$ cat config.mk
export PLATFORM = sky130hd
export DESIGN_NAME = strip_fan_triangle_assembly_core
export DESIGN_NICKNAME = d
export VERILOG_FILES = /design/src/rtl/core/sfta_pkg.sv /design/src/rtl/core/strip_fan_triangle_assembly_core.sv /design/src/rtl/core/sfta_front.sv /design/src/rtl/core/sfta_queue.sv /design/src/rtl/core/sfta_back.sv
export SDC_FILE = /design/constraint.sdc
export NUM_CORES = 1
export LEC_CHECK = 0
export ABC_CLOCK_PERIOD_IN_PS = 14210
export BUFFER_PORTS_ARGS = -buffer_cell sky130_fd_sc_hd__buf_2
export CAP_MARGIN = 25
export CORE_UTILIZATION = 40
export DETAILED_ROUTE_END_ITERATION = 8
export PLACE_DENSITY = 0.69
export SYNTH_ARGS = -nofsm -noshare
export SYNTH_HDL_FRONTEND = slang
export SYNTH_SLANG_ARGS = --single-unit
$ cat constraint.sdc
create_clock -name clk -period 14.21 [get_ports clk]
set_input_delay 1.421 -clock clk [delete_from_list [all_inputs] [get_ports clk]]
set_output_delay 1.421 -clock clk [all_outputs]
set_load 0.03 [all_outputs]
$ cat src/rtl/core/sfta_pkg.sv
// Shared types and codes for the strip and fan triangle assembly block.
package sfta_pkg;

    localparam int unsigned WordWidth   = 16;
    localparam int unsigned IndexWidth  = 15;
    localparam int unsigned Corners     = 3;
    localparam int unsigned QueueDepth  = 2;

    // List mode codes.
    localparam logic [1:0] MODE_HEADER = 2'd0;
    localparam logic [1:0] MODE_STRIP  = 2'd1;
    localparam logic [1:0] MODE_FAN    = 2'd2;

    // Record word positions.
    localparam logic [1:0] POS_LAST = 2'd3;

    // Corner index within a triangle.
    localparam logic [1:0] CORNER_FIRST = 2'd0;
    localparam logic [1:0] CORNER_LAST  = 2'd2;

    typedef struct packed {
        logic [IndexWidth-1:0]        vertex_index;
        logic [IndexWidth-1:0]        normal_index;
        logic signed [WordWidth-1:0]  tex_s;
        logic signed [WordWidth-1:0]  tex_t;
    } corner_t;

    typedef corner_t [Corners-1:0] triangle_t;

    // Handshake between the triangle queue and its neighbors.
    typedef struct packed {
        logic full;
        logic empty;
    } queue_status_t;

endpackage

$ cat src/rtl/core/strip_fan_triangle_assembly_core.sv
// Top level of the strip and fan triangle assembly block.
//
// Input channel: one signed 16-bit command word per beat (push / full). A
// header word gives a vertex count: positive for a strip, negative for a fan,
// zero to end a mesh's list. Each vertex follows as four words: vertex index,
// normal index, s and t.
// Result channel: one triangle corner per beat (empty / pop). Every triangle
// leaves as three corners; last_corner marks the third one.
// Throughput: one word per cycle while full is low; a triangle's three corners
// leave at one per cycle while the receiver pops, so a triangle (at most one
// per four words) then never limits the input. A triangle's corners become
// visible after it is written into the queue and loaded into the output stage.
// A two-entry triangle queue sits between the parser and the output stage;
// full rises only when both entries hold triangles, then words wait until
// the receiver pops corners. No results are lost while the receiver stalls.
// Reset clears the parser to expect a header and empties the queue and the
// output stage; no clearing pass is needed.
module strip_fan_triangle_assembly_core (
    input  logic                                  clk,
    input  logic                                  rst_n,
    input  logic                                  push,
    output logic                                  full,
    input  logic signed [sfta_pkg::WordWidth-1:0] word,
    output logic                                  empty,
    input  logic                                  pop,
    output logic [sfta_pkg::IndexWidth-1:0]       vertex_index,
    output logic [sfta_pkg::IndexWidth-1:0]       normal_index,
    output logic signed [sfta_pkg::WordWidth-1:0] tex_s,
    output logic signed [sfta_pkg::WordWidth-1:0] tex_t,
    output logic                                  last_corner
);

    sfta_pkg::queue_status_t q_status;
    sfta_pkg::triangle_t     push_tri;
    sfta_pkg::triangle_t     head_tri;
    sfta_pkg::corner_t       corner;
    logic                    accept;
    logic                    tri_push;
    logic                    q_pop;

    assign full   = q_status.full;
    assign accept = push && !q_status.full;

    sfta_front u_front (
        .clk      (clk),
        .rst_n    (rst_n),
        .accept   (accept),
        .word     (word),
        .tri_push (tri_push),
        .tri_data (push_tri)
    );

    sfta_queue u_queue (
        .clk       (clk),
        .rst_n     (rst_n),
        .push      (tri_push),
        .push_data (push_tri),
        .pop       (q_pop),
        .pop_data  (head_tri),
        .status    (q_status)
    );

    sfta_back u_back (
        .clk         (clk),
        .rst_n       (rst_n),
        .q_status    (q_status),
        .q_data      (head_tri),
        .q_pop       (q_pop),
        .pop         (pop),
        .empty       (empty),
        .corner      (corner),
        .last_corner (last_corner)
    );

    assign vertex_index = corner.vertex_index;
    assign normal_index = corner.normal_index;
    assign tex_s        = corner.tex_s;
    assign tex_t        = corner.tex_t;

endmodule

$ cat src/rtl/core/sfta_front.sv
// Front part: parses command words, rotates corner slots and forms triangles.
module sfta_front (
    input  logic                                clk,
    input  logic                                rst_n,
    input  logic                                accept,
    input  logic signed [sfta_pkg::WordWidth-1:0] word,
    output logic                                tri_push,
    output sfta_pkg::triangle_t                 tri_data
);

    logic [1:0]                        mode_reg, mode_next;
    logic [sfta_pkg::WordWidth-1:0]    remaining_reg, remaining_next;
    logic [sfta_pkg::WordWidth-1:0]    ordinal_reg, ordinal_next;
    logic [1:0]                        pos_reg, pos_next;
    logic [sfta_pkg::WordWidth-1:0]    partial_reg [0:2];
    sfta_pkg::corner_t [2:0]           slots_reg;
    sfta_pkg::corner_t [2:0]           slots_next;
    sfta_pkg::corner_t                 rec;
    logic [sfta_pkg::WordWidth-1:0]    word_u;
    logic                              partial_we;
    logic                              record_done;
    logic                              rotated;

    assign word_u = word;

    always_comb
    begin
        rec.vertex_index = partial_reg[0][sfta_pkg::IndexWidth-1:0];
        rec.normal_index = partial_reg[1][sfta_pkg::IndexWidth-1:0];
        rec.tex_s        = partial_reg[2];
        rec.tex_t        = word;
    end

    always_comb
    begin
        mode_next      = mode_reg;
        remaining_next = remaining_reg;
        ordinal_next   = ordinal_reg;
        pos_next       = pos_reg;
        slots_next     = slots_reg;
        partial_we     = 1'b0;
        record_done    = 1'b0;
        tri_push       = 1'b0;
        rotated        = 1'b0;
        if (accept)
        begin
            unique case (mode_reg) inside
                sfta_pkg::MODE_HEADER:
                begin
                    if (word_u != '0)
                    begin
                        mode_next      = word_u[sfta_pkg::WordWidth-1] ?
                                         sfta_pkg::MODE_FAN : sfta_pkg::MODE_STRIP;
                        remaining_next = word_u[sfta_pkg::WordWidth-1] ?
                                         (~word_u + 16'd1) : word_u;
                        ordinal_next   = '0;
                        pos_next       = '0;
                    end
                end
                sfta_pkg::MODE_STRIP, sfta_pkg::MODE_FAN:
                begin
                    if (pos_reg != sfta_pkg::POS_LAST)
                    begin
                        partial_we = 1'b1;
                        pos_next   = pos_reg + 2'd1;
                    end
                    else
                    begin
                        record_done = 1'b1;
                        pos_next    = '0;
                        if (ordinal_reg == 16'd0)
                        begin
                            slots_next[0] = rec;
                        end
                        else if (ordinal_reg == 16'd1)
                        begin
                            slots_next[2] = rec;
                        end
                        else if (ordinal_reg == 16'd2)
                        begin
                            slots_next[1] = rec;
                            tri_push      = 1'b1;
                            rotated       = (mode_reg == sfta_pkg::MODE_STRIP);
                        end
                        else if (mode_reg == sfta_pkg::MODE_STRIP)
                        begin
                            tri_push = 1'b1;
                            if (ordinal_reg[0])
                            begin
                                slots_next[0] = slots_reg[2];
                                slots_next[2] = rec;
                            end
                            else
                            begin
                                slots_next[0] = slots_reg[1];
                                slots_next[1] = rec;
                                rotated       = 1'b1;
                            end
                        end
                        else
                        begin
                            tri_push      = 1'b1;
                            slots_next[2] = slots_reg[1];
                            slots_next[1] = rec;
                        end
                        ordinal_next   = ordinal_reg + 16'd1;
                        remaining_next = remaining_reg - 16'd1;
                        if (remaining_next == '0)
                        begin
                            mode_next = sfta_pkg::MODE_HEADER;
                        end
                    end
                end
                default:
                begin
                    mode_next = sfta_pkg::MODE_HEADER;
                end
            endcase
        end
    end

    // Even strip triangles leave in slot order 1, 2, 0.
    always_comb
    begin
        if (rotated)
        begin
            tri_data[0] = slots_next[1];
            tri_data[1] = slots_next[2];
            tri_data[2] = slots_next[0];
        end
        else
        begin
            tri_data[0] = slots_next[0];
            tri_data[1] = slots_next[1];
            tri_data[2] = slots_next[2];
        end
    end

    always_ff @(posedge clk or negedge rst_n)
    begin
        if (!rst_n)
        begin
            mode_reg      <= sfta_pkg::MODE_HEADER;
            remaining_reg <= '0;
            ordinal_reg   <= '0;
            pos_reg       <= '0;
        end
        else
        begin
            mode_reg      <= mode_next;
            remaining_reg <= remaining_next;
            ordinal_reg   <= ordinal_next;
            pos_reg       <= pos_next;
        end
    end

    always_ff @(posedge clk)
    begin
        if (partial_we)
        begin
            partial_reg[pos_reg] <= word_u;
        end
        if (record_done)
        begin
            slots_reg <= slots_next;
        end
    end

endmodule

$ cat src/rtl/core/sfta_queue.sv
// Two-entry triangle queue between the front and back parts.
module sfta_queue (
    input  logic                    clk,
    input  logic                    rst_n,
    input  logic                    push,
    input  sfta_pkg::triangle_t     push_data,
    input  logic                    pop,
    output sfta_pkg::triangle_t     pop_data,
    output sfta_pkg::queue_status_t status
);

    sfta_pkg::triangle_t mem_reg [0:sfta_pkg::QueueDepth-1];
    logic                wr_ptr_reg, wr_ptr_next;
    logic                rd_ptr_reg, rd_ptr_next;
    logic [1:0]          count_reg, count_next;
    logic                do_push;
    logic                do_pop;

    assign status.full  = (count_reg == 2'(sfta_pkg::QueueDepth));
    assign status.empty = (count_reg == 2'd0);
    assign do_push      = push && !status.full;
    assign do_pop       = pop && !status.empty;
    assign pop_data     = mem_reg[rd_ptr_reg];

    always_comb
    begin
        wr_ptr_next = do_push ? ~wr_ptr_reg : wr_ptr_reg;
        rd_ptr_next = do_pop ? ~rd_ptr_reg : rd_ptr_reg;
        count_next  = count_reg + {1'b0, do_push} - {1'b0, do_pop};
    end

    always_ff @(posedge clk or negedge rst_n)
    begin
        if (!rst_n)
        begin
            wr_ptr_reg <= 1'b0;
            rd_ptr_reg <= 1'b0;
            count_reg  <= 2'd0;
        end
        else
        begin
            wr_ptr_reg <= wr_ptr_next;
            rd_ptr_reg <= rd_ptr_next;
            count_reg  <= count_next;
        end
    end

    always_ff @(posedge clk)
    begin
        if (do_push)
        begin
            mem_reg[wr_ptr_reg] <= push_data;
        end
    end

endmodule

$ cat src/rtl/core/sfta_back.sv
// Back part: holds one triangle and hands out its three corners in order.
module sfta_back (
    input  logic                    clk,
    input  logic                    rst_n,
    input  sfta_pkg::queue_status_t q_status,
    input  sfta_pkg::triangle_t     q_data,
    output logic                    q_pop,
    input  logic                    pop,
    output logic                    empty,
    output sfta_pkg::corner_t       corner,
    output logic                    last_corner
);

    sfta_pkg::triangle_t tri_reg;
    logic                valid_reg, valid_next;
    logic [1:0]          corner_reg, corner_next;
    logic                taken;
    logic                finishing;

    assign empty       = !valid_reg;
    assign taken       = pop && valid_reg;
    assign last_corner = (corner_reg == sfta_pkg::CORNER_LAST);
    assign finishing   = taken && last_corner;
    assign q_pop       = !q_status.empty && (!valid_reg || finishing);
    assign corner      = tri_reg[corner_reg];

    always_comb
    begin
        valid_next  = valid_reg;
        corner_next = corner_reg;
        if (q_pop)
        begin
            valid_next  = 1'b1;
            corner_next = sfta_pkg::CORNER_FIRST;
        end
        else if (finishing)
        begin
            valid_next  = 1'b0;
            corner_next = sfta_pkg::CORNER_FIRST;
        end
        else if (taken)
        begin
            corner_next = corner_reg + 2'd1;
        end
    end

    always_ff @(posedge clk or negedge rst_n)
    begin
        if (!rst_n)
        begin
            valid_reg  <= 1'b0;
            corner_reg <= sfta_pkg::CORNER_FIRST;
        end
        else
        begin
            valid_reg  <= valid_next;
            corner_reg <= corner_next;
        end
    end

    always_ff @(posedge clk)
    begin
        if (q_pop)
        begin
            tri_reg <= q_data;
        end
    end

endmodule

# Word-level counts from Yosys, hierarchy flattened
# Memories as Yosys holds them, arrays and structs flattened. A register that Yosys moved wholly into a read port is not among the register bits.
# Cells that the tools add are included.
[totals]
mem_bits_rw = 420
regBits = 229
wordCells = 127
mem_count = 2
inputBits = 20
output_inout_bits = 65
[classes]
addsub = 7
n_eq_ne = 10
order_cmp = 1
n_bitwise = 3
reduce_logical = 22
mux = 61
[mem_list]
columns = ["memory", "words", "word_bits", "read_ports", "rd_clocked_by_memory_dff", "write_ports", "line", "text"]
rows = [
  ["u_queue.mem_reg", 2, 186, 1, 1, 1, "sfta_queue.sv:12", "sfta_pkg::triangle_t mem_reg [0:sfta_pkg::QueueDepth-1];"],
  ["u_front.partial_reg", 3, 16, 3, 0, 1, "sfta_front.sv:15", "logic [sfta_pkg::WordWidth-1:0] partial_reg [0:2];"],
]
[ops]
columns = ["cell", "n"]
rows = [
  ["186-bit two-way mux", 4],
  ["62-bit two-way mux", 10],
  ["124-bit two-way mux", 3],
  ["62-bit binary-select mux with 2-bit select", 1],
  ["16-bit two-way mux", 5],
  ["16-bit case mux with 2 select lines", 2],
  ["16-bit by 1-bit adder with 16-bit output, second input constant", 2],
  ["16-bit logical NOT", 2],
  ["1-bit two-way mux", 25],
  ["2-bit two-way mux", 9],
  ["16-bit by 1-bit equality test with 1-bit output, second input constant", 1],
  ["16-bit by 2-bit equality test with 1-bit output, second input constant", 1],
  ["16-bit inverter", 1],
  ["16-bit nonzero test", 1],
  ["16-bit by 1-bit subtractor with 16-bit output, second input constant", 1],
  ["2-bit case mux with 2 select lines", 2],
  ["4-bit AND reduction", 2],
  ["2-bit equality test, second input constant", 3],
  ["1-bit logical AND", 6],
  ["2-bit inequality test, second input constant", 3],
  ["2-bit by 1-bit adder with 2-bit output, second input constant", 2],
  ["2-bit logical NOT", 2],
  ["2-bit nonzero test", 2],
  ["1-bit logical NOT", 3],
  ["other kinds (10)", 11],
]

# Longest topological paths before layout
# Gate-level depths: netlist (run 1).
[depth]
depth_word = 9
ltp_mapped = 12
depth_no_buf = 8

# Cells and area by module
# A second synthesis (run 1) with hierarchy kept.
[hier_totals]
cells_unflattened = 2663
hier_area_um2 = 37787.5
[by_module_without_submodules]
columns = ["module", "area_per_inst_um2", "instances", "seq_area_each_um2", "cells_per_inst"]
rows = [
  ["sfta_front", 16530.9, 1, 7867.5, 1720],
  ["sfta_queue", 14156.1, 1, 11270.8, 597],
  ["sfta_back", 7086.8, 1, 5660.4, 345],
  ["strip_fan_triangle_assembly_core", 13.8, 1, 0.0, 1],
]

# Least setup slack after synthesis (run 1)
# OpenSTA, ideal clock, no wires.
[synth_path]
kind = "input -> register"
start = "input port push"
end = "memory u_queue.mem_reg[0][0] in the netlist's numbering (enable)"
path_slack_ns = -2.015
cell_stages = 4
setup_time_ns = 0.757
arrival_time_ns = 15.467
required_ns = 13.453
path_buffers = 1
path_cell_list = "and4_1 -> clkbuf_1 -> o21a_1 -> nor2b_1"
[synth_via]
elab_chain_cells = 5
[synth_lines]
columns = ["element", "line", "text"]
rows = [
  ["start, declared", "strip_fan_triangle_assembly_core.sv:21", "input logic push,"],
  ["1-bit logical AND", "strip_fan_triangle_assembly_core.sv:42", "assign accept = push && !q_status.full;"],
  ["1-bit two-way mux", "sfta_front.sv:45", "if (accept)"],
  ["1-bit logical AND", "sfta_queue.sv:21", "assign do_push = push && !status.full;"],
  ["1-bit two-way mux", "sfta_queue.sv:50", "if (do_push)"],
  ["1-bit two-way mux (not written as such)", "sfta_queue.sv:52", "mem_reg[wr_ptr_reg] <= push_data;"],
  ["end, declared", "sfta_queue.sv:12", ""],
]
# Every way passes these cells.

==> flow_metrics.env, run 1 <==
export IMPL_status="finished clean"
export IMPL_yosysTopAreaCellShare_pct=64.9
export IMPL_final_min_clock_period_ns=5.42
export IMPL_routed_wl_mm=87.7
export IMPL_drive_above_1_share_pct=20.1
export IMPL_path_clk_slew_ns=0.06
export IMPL_sw_frac_of_total_pct=32.6
export IMPL_cp_max_fo=69
export IMPL_post_route_util_pct=45.4
export IMPL_finalSetupViolations=0
export IMPL_pwr_share_comb_pct=26.3
export IMPL_cts_inserted_buffers=82
export IMPL_worst_pin_slew_ns=1.13
export IMPL_post_cts_resized=0
export IMPL_hold_viol=0
export IMPL_holdWs_ns=0.534
export IMPL_maxCapViolations=0
export IMPL_syn_nets=2564
export IMPL_postPlaceCellArea_um2=38200
export IMPL_slew_viol_final=0
export IMPL_start_util_pct=40.5
export IMPL_first_iter_violations=2213
export IMPL_yosys_warnings=0
export IMPL_cts_setup_buffers=0
export IMPL_vias_per_cell=5.68
export IMPL_netlist_area_um2=36500
export IMPL_cts_tree="built"
export IMPL_seq_area_um2=24800
export IMPL_cp_required_ns=14.58
export IMPL_largest_reg_flops=372
export IMPL_overflow=0
export IMPL_synthDistinctLibCells=62
export IMPL_io_pins=85
export IMPL_worstSetupEndpointType="flop"
export IMPL_rows=110
export IMPL_setup_worst_path_start_class="flop"
export IMPL_wl_per_cell_um=23.0
export IMPL_internal_power_w=0.00482
export IMPL_synth_avg_cell_area_um2=14.5
export IMPL_final_setup_tns_ns=0
export IMPL_seqPwrFrac_pct=43.9
export IMPL_syn_inst=2528
export IMPL_ys_top_cells_by_area="edfxtp_1 (65%), mux2i_1 (6.9%), mux2_2 (5.8%), dfrtp_1 (2.9%), nand2_1 (2.2%)"
export IMPL_max_freq_mhz=185
export IMPL_gp_congestion=0.801
export IMPL_fillCellCount=7823
export IMPL_clock_skew_final_ns=0.0212
export IMPL_peakVddDrop_mv=0.132
export IMPL_vias=21700
export IMPL_drc=0
export IMPL_die_h_um=304
export IMPL_cts_sinks=833
export IMPL_hp_class="reg2reg"
export IMPL_grt_pass1_wl_mm=132
export IMPL_async_flop_share_pct=5.16
export IMPL_die_w_um=304
export IMPL_ant_nets=0
export IMPL_grt_antenna_before_repair=11
export IMPL_synth_top_area_cell="edfxtp_1"
export IMPL_layout_commonest_cell="edfxtp_1"
export IMPL_grt_max_degree=176
export IMPL_arrival_ns=5.79
export IMPL_rsz0062_at_grt="no"
export IMPL_track_usage_pct=18.7
export IMPL_path_class="reg2reg"
export IMPL_min_period_over_period_pct=38.1
export IMPL_clock_path_buffers=3
export IMPL_power_switching_w=0.00233
export IMPL_ctsHtreeMaxLevel=3
export IMPL_dieArea_um2=92600
export IMPL_p_per_area_nw_per_um2=174
export IMPL_core_area_um2=90300
export IMPL_synth_edf_count=790
export IMPL_io_buffers=84
export IMPL_layout_common_cells="edfxtp_1 (790), mux2i_1 (251), nand2_1 (209)"
export IMPL_area_delta_synth_final_pct=12.3
export IMPL_worstSkewPairLatency_ns=0.64
export IMPL_ctsRootBufferMaster="clkbuf_16"
export IMPL_clkPwrFrac_pct=29.9
export IMPL_synth_ff_type="edfxtp_1"
export IMPL_hold_buffers=0
export IMPL_multi_input_area_um2=10400
export IMPL_place_hpwl_mm=48.1
export IMPL_grt_pass1_vias=22700
export IMPL_finalInstanceArea_um2=41000
export IMPL_nets=2615
export IMPL_ys_seq_elements=833
export IMPL_drt_pre_antenna_iters=6
export IMPL_synth_seq_area_share_pct=67.9
export IMPL_max_slew_margin_pct=24.5
export IMPL_p_leak_nw=14.7
[final timing paths]
path	to	slack (ns)	cells past startpoint	from
worst min-delay path	u_queue.count_reg[1]$_DFF_PN0_	0.53	1	u_queue.count_reg[1]$_DFF_PN0_
worst max-delay path	u_queue.mem_reg[1][146]$_DFFE_PP_	8.79	11	u_front.mode_reg[0]$_DFFE_PN0P_
worst min register to register	u_queue.count_reg[1]$_DFF_PN0_	0.53	1	u_queue.count_reg[1]$_DFF_PN0_
worst max register to register	u_queue.mem_reg[1][146]$_DFFE_PP_	8.79	11	u_front.mode_reg[0]$_DFFE_PN0P_
max in group asynchronous	u_back.corner_reg[0]$_DFFE_PN0P_	13.03	2	rst_n
min in group asynchronous	u_front.remaining_reg[10]$_DFFE_PN0P_	0.65	1	rst_n
[cell usage after synthesis (5+ instances only)]
cell / n
inv_2: 12
edfxtp_1: 790
nand3_1: 17
dfrtp_1: 43
o41ai_1: 6
a21oi_1: 13
buf_1: 5
xnor2_1: 13
ha_1: 16
buf_2: 31
a221o_1: 62
o22ai_1: 8
o21ai_0: 151
and3_1: 8
a21o_1: 64
nor2_1: 88
nand4_1: 10
nor3_1: 10
buf_4: 9
buf_6: 6
mux2i_1: 251
mux2_2: 187
clkbuf_1: 108
or4_1: 7
nor2b_1: 5
a22oi_1: 62
o221a_2: 62
xor2_1: 19
nand2_1: 210
nand2b_1: 6
inv_1: 194
[stage by stage]
step | setup WS (ns) | instances | total power (W)
4_1_cts | 7.77 | 3810 | 0.00719
3_3_place_gp | 7.84 | 3658 | 0.00499
6_report | 8.79 | 3819 | 0.00715
2_1_floorplan | 1.57 | 2528 | 0.00445
5_1_grt | 8.61 | 3818 | 0.00742
3_5_place_dp | 7.74 | 3663 | 0.00506
[power groups by stage]
stage	clock (W)	combinational (W)	sequential (W)
finish	0.00214	0.00188	0.00314
global route	0.00226	0.00200	0.00316
CTS	0.00217	0.00188	0.00314
detailed placement	0	0.00187	0.00319
global placement	0	0.00182	0.00318
floorplan	0	0.00133	0.00311
[critical path: stages, from the launching register on]
cell	delay, ns
dfrtp_1	0.38
inv_1	0.07
ha_1	0.92
and4_4	0.93
buf_4	0.90
and3_4	0.47
a31o_2	0.13
buf_4	0.24
buf_16	0.35
o221a_2	0.28
inv_1	0.06
a221o_1	0.32
[final cells by class]
cell class	instances	area share [%]
sequential	833	60.5
clock inverter	49	1.11
tap	1176	3.59
timing repair buffer	126	2.42
clock buffer	98	5.25
multi-input combinational	1330	25.2
inverter	206	1.89
antenna	1	0.00610
[routing by layer]
layer / vias to the layer above / part of all wire (%) / track usage, %
met5: - / 0.072 / 0
met4: 8 / 3.1 / 7.46
met3: 186 / 7.0 / 3.14
met2: 883 / 49 / 32.0
met1: 11000 / 40 / 23.5
li1: 9636 / - / -
[cells by family (layout without fill, tap and decap cells)]
| logic type | Yosys count | count (layout) | share of synthesized area, % |
|---|---|---|---|
| buffers and inverters | 365 | 479 | 4.07 |
| multiplexers | 438 | 438 | 12.6 |
| XOR/XNOR | 32 | 32 | 0.767 |
| AO/OA/AOI/OAI | 456 | 456 | 9.43 |
| other | 0 | 1 | 0 |
| flip-flops | 833 | 833 | 67.9 |
| AND/OR/NAND/NOR | 388 | 388 | 4.67 |
| adder cells (fa/ha/maj) | 16 | 16 | 0.548 |
(Power assumes the default switching activity.)
==> run 2: changes to the inputs <==
Settings changed: ABC_CLOCK_PERIOD_IN_PS 14210 to 4850.
Clock period 14.21 ns to 4.85 ns, I/O delays scaled along.
==> flow_metrics.env, run 2 (same netlist as run 1, synthesis figures left out) <==
export IMPL_path_cells="nor2b_4 > buf_4 > nand2_1 > o21ai_0 > buf_2"
export IMPL_nets=2627
export IMPL_setup_worst_path_start_class="flop"
export IMPL_ant_nets=0
export IMPL_min_period_over_period_pct=80.7
export IMPL_cts_sinks=833
export IMPL_peakVddDrop_mv=0.499
export IMPL_grt_pass1_wl_mm=133
export IMPL_die_h_um=304
export IMPL_rows=110
export IMPL_grt_pass1_vias=22600
export IMPL_drive_above_1_share_pct=20.5
export IMPL_rsz0062_at_grt="no"
export IMPL_final_setup_tns_ns=0
export IMPL_cts_inserted_buffers=84
export IMPL_cp_max_fo=29
export IMPL_layout_common_cells="edfxtp_1 (790), mux2i_1 (251), nand2_1 (208)"
export IMPL_track_usage_pct=18.7
export IMPL_io_buffers=84
export IMPL_finalSetupViolations=0
export IMPL_path_clk_slew_ns=0.06
export IMPL_routed_wl_mm=88.0
export IMPL_clock_path_buffers=3
export IMPL_critPathBufInv=2
export IMPL_p_per_area_nw_per_um2=509
export IMPL_cp_slowest_stage_delay_ns=0.93
export IMPL_cts_setup_buffers=0
export IMPL_seq_area_um2=24800
export IMPL_area_delta_synth_final_pct=12.6
export IMPL_start_util_pct=40.5
export IMPL_wl_per_cell_um=22.9
export IMPL_hp_class="in2reg"
export IMPL_worstSkewPairLatency_ns=0.64
export IMPL_worstSetupEndpointType="output pin"
export IMPL_worst_pin_slew_ns=1.07
export IMPL_drc=0
export IMPL_max_freq_mhz=255
export IMPL_slew_viol_final=0
export IMPL_clock_skew_final_ns=0.0284
export IMPL_layout_commonest_cell="edfxtp_1"
export IMPL_p_leak_nw=14.7
export IMPL_multi_input_area_um2=10400
export IMPL_maxCapViolations=0
export IMPL_drt_pre_antenna_iters=6
export IMPL_final_min_clock_period_ns=3.92
export IMPL_core_area_um2=90300
export IMPL_status="finished clean"
export IMPL_grt_max_degree=105
export IMPL_ctsHtreeMaxLevel=3
export IMPL_cts_tree="built"
export IMPL_fillCellCount=7791
export IMPL_crit_path_top_delay_cell="dfrtp_2"
export IMPL_grt_antenna_before_repair=6
export IMPL_vias=21700
export IMPL_die_w_um=304
export IMPL_cp_required_ns=4.37
export IMPL_first_iter_violations=1993
export IMPL_arrival_ns=3.43
export IMPL_hold_viol=0
export IMPL_gp_congestion=0.779
export IMPL_overflow=0
export IMPL_dieArea_um2=92600
export IMPL_io_pins=85
export IMPL_largest_reg_flops=372
export IMPL_ctsRootBufferMaster="clkbuf_16"
export IMPL_fin_total_pwr_w=0.0209
export IMPL_vias_per_cell=5.66
export IMPL_path_class="reg2out"
export IMPL_place_hpwl_mm=49.2
export IMPL_max_slew_margin_pct=28.7
export IMPL_crit_family="simple AND/OR/NAND/NOR gates"
[run 2: changes by cell type in the layout (fill, tap and decap cells not counted), sizes merged]
cell	delta
buf	+9
clkinv	+4
bufinv	-3
clkbuf	+3
clkinvlp	+3
diode	+1
dlygate4sd3	+1
[run 2: where the power goes]
| part | internal [W] | leakage (nW) | switching, W |
|---|---|---|---|
| Clock | 0.00348 | 1.27 | 0.00271 |
| Combinational | 0.00193 | 5.77 | 0.00364 |
| Sequential | 0.00863 | 7.67 | 0.000534 |
| Total | 0.0140 | 14.7 | 0.00689 |
[run 2: area by class of cell]
class                           instances  share of cell area, %
Sequential cell                       833                   60.3
Tap cell                             1176                   3.58
Clock buffer                          101                   5.37
Clock inverter                         53                  0.980
Timing Repair Buffer                  136                   2.69
Inverter                              206                   1.88
Antenna cell                            2                 0.0122
Multi-Input combinational cell       1330                   25.2
[run 2: worst register-to-register path, delay by kind of cell, from the launching register on]
kind | cells | cell delay, ns
compound gates | 3 | 1.31
fa+ha+maj | 1 | 0.17
flops | 1 | 0.47
simple gates | 2 | 1.20
buf+inv | 2 | 0.48
[run 2: worst paths after layout]
path / startpoint / end / slack (ns) / cells after the start
max: u_back.corner_reg[0]$_DFFE_PN0P_ / normal_index[9] / 0.93 / 5
min: pop / u_back.corner_reg[1]$_DFFE_PN0P_ / 0.18 / 2
max reg2reg: u_front.ordinal_reg[0]$_DFFE_PN0P_ / u_queue.mem_reg[1][162]$_DFFE_PP_ / 1.08 / 8
min reg2reg: u_queue.count_reg[1]$_DFF_PN0_ / u_queue.count_reg[1]$_DFF_PN0_ / 0.51 / 1
max in group asynchronous: rst_n / u_back.corner_reg[1]$_DFFE_PN0P_ / 3.76 / 3
min in group asynchronous: rst_n / u_front.remaining_reg[10]$_DFFE_PN0P_ / 0.52 / 3
[run 2: what timing repair did]
| item | in CTS | in global routing |
|---|---|---|
| hold buffers | 1 | 0 |
| hold endpoints to repair | 43 | 0 |
| gates resized for setup | 0 | 0 |
[run 2: layer usage]
layer	GRT usage (%)	vias up	part of all wire, %
li1	-	9677	-
met1	23.8	10900	40
met2	32.2	903	49
met3	2.65	194	6.9
met4	7.52	4	3.2
met5	0	-	0.037
[run 2: metrics by stage]
step / setup WS [ns] / instance area (µm²) / std cells / hold WS, ns / utilization, %
final: 0.934 / 41100 / 3837 / 0.179 / 45.6
after global routing: 0.797 / 41100 / 3835 / 0.164 / 45.6
after CTS: 0.821 / 41100 / 3833 / 0.143 / 45.5
after detailed placement: 1.13 / 38400 / 3678 / 0.508 / 42.6
after global placement: 1.07 / 38400 / 3676 / 0.488 / 42.5
after floorplan: -0.306 / 36600 / 2528 / 0.189 / -
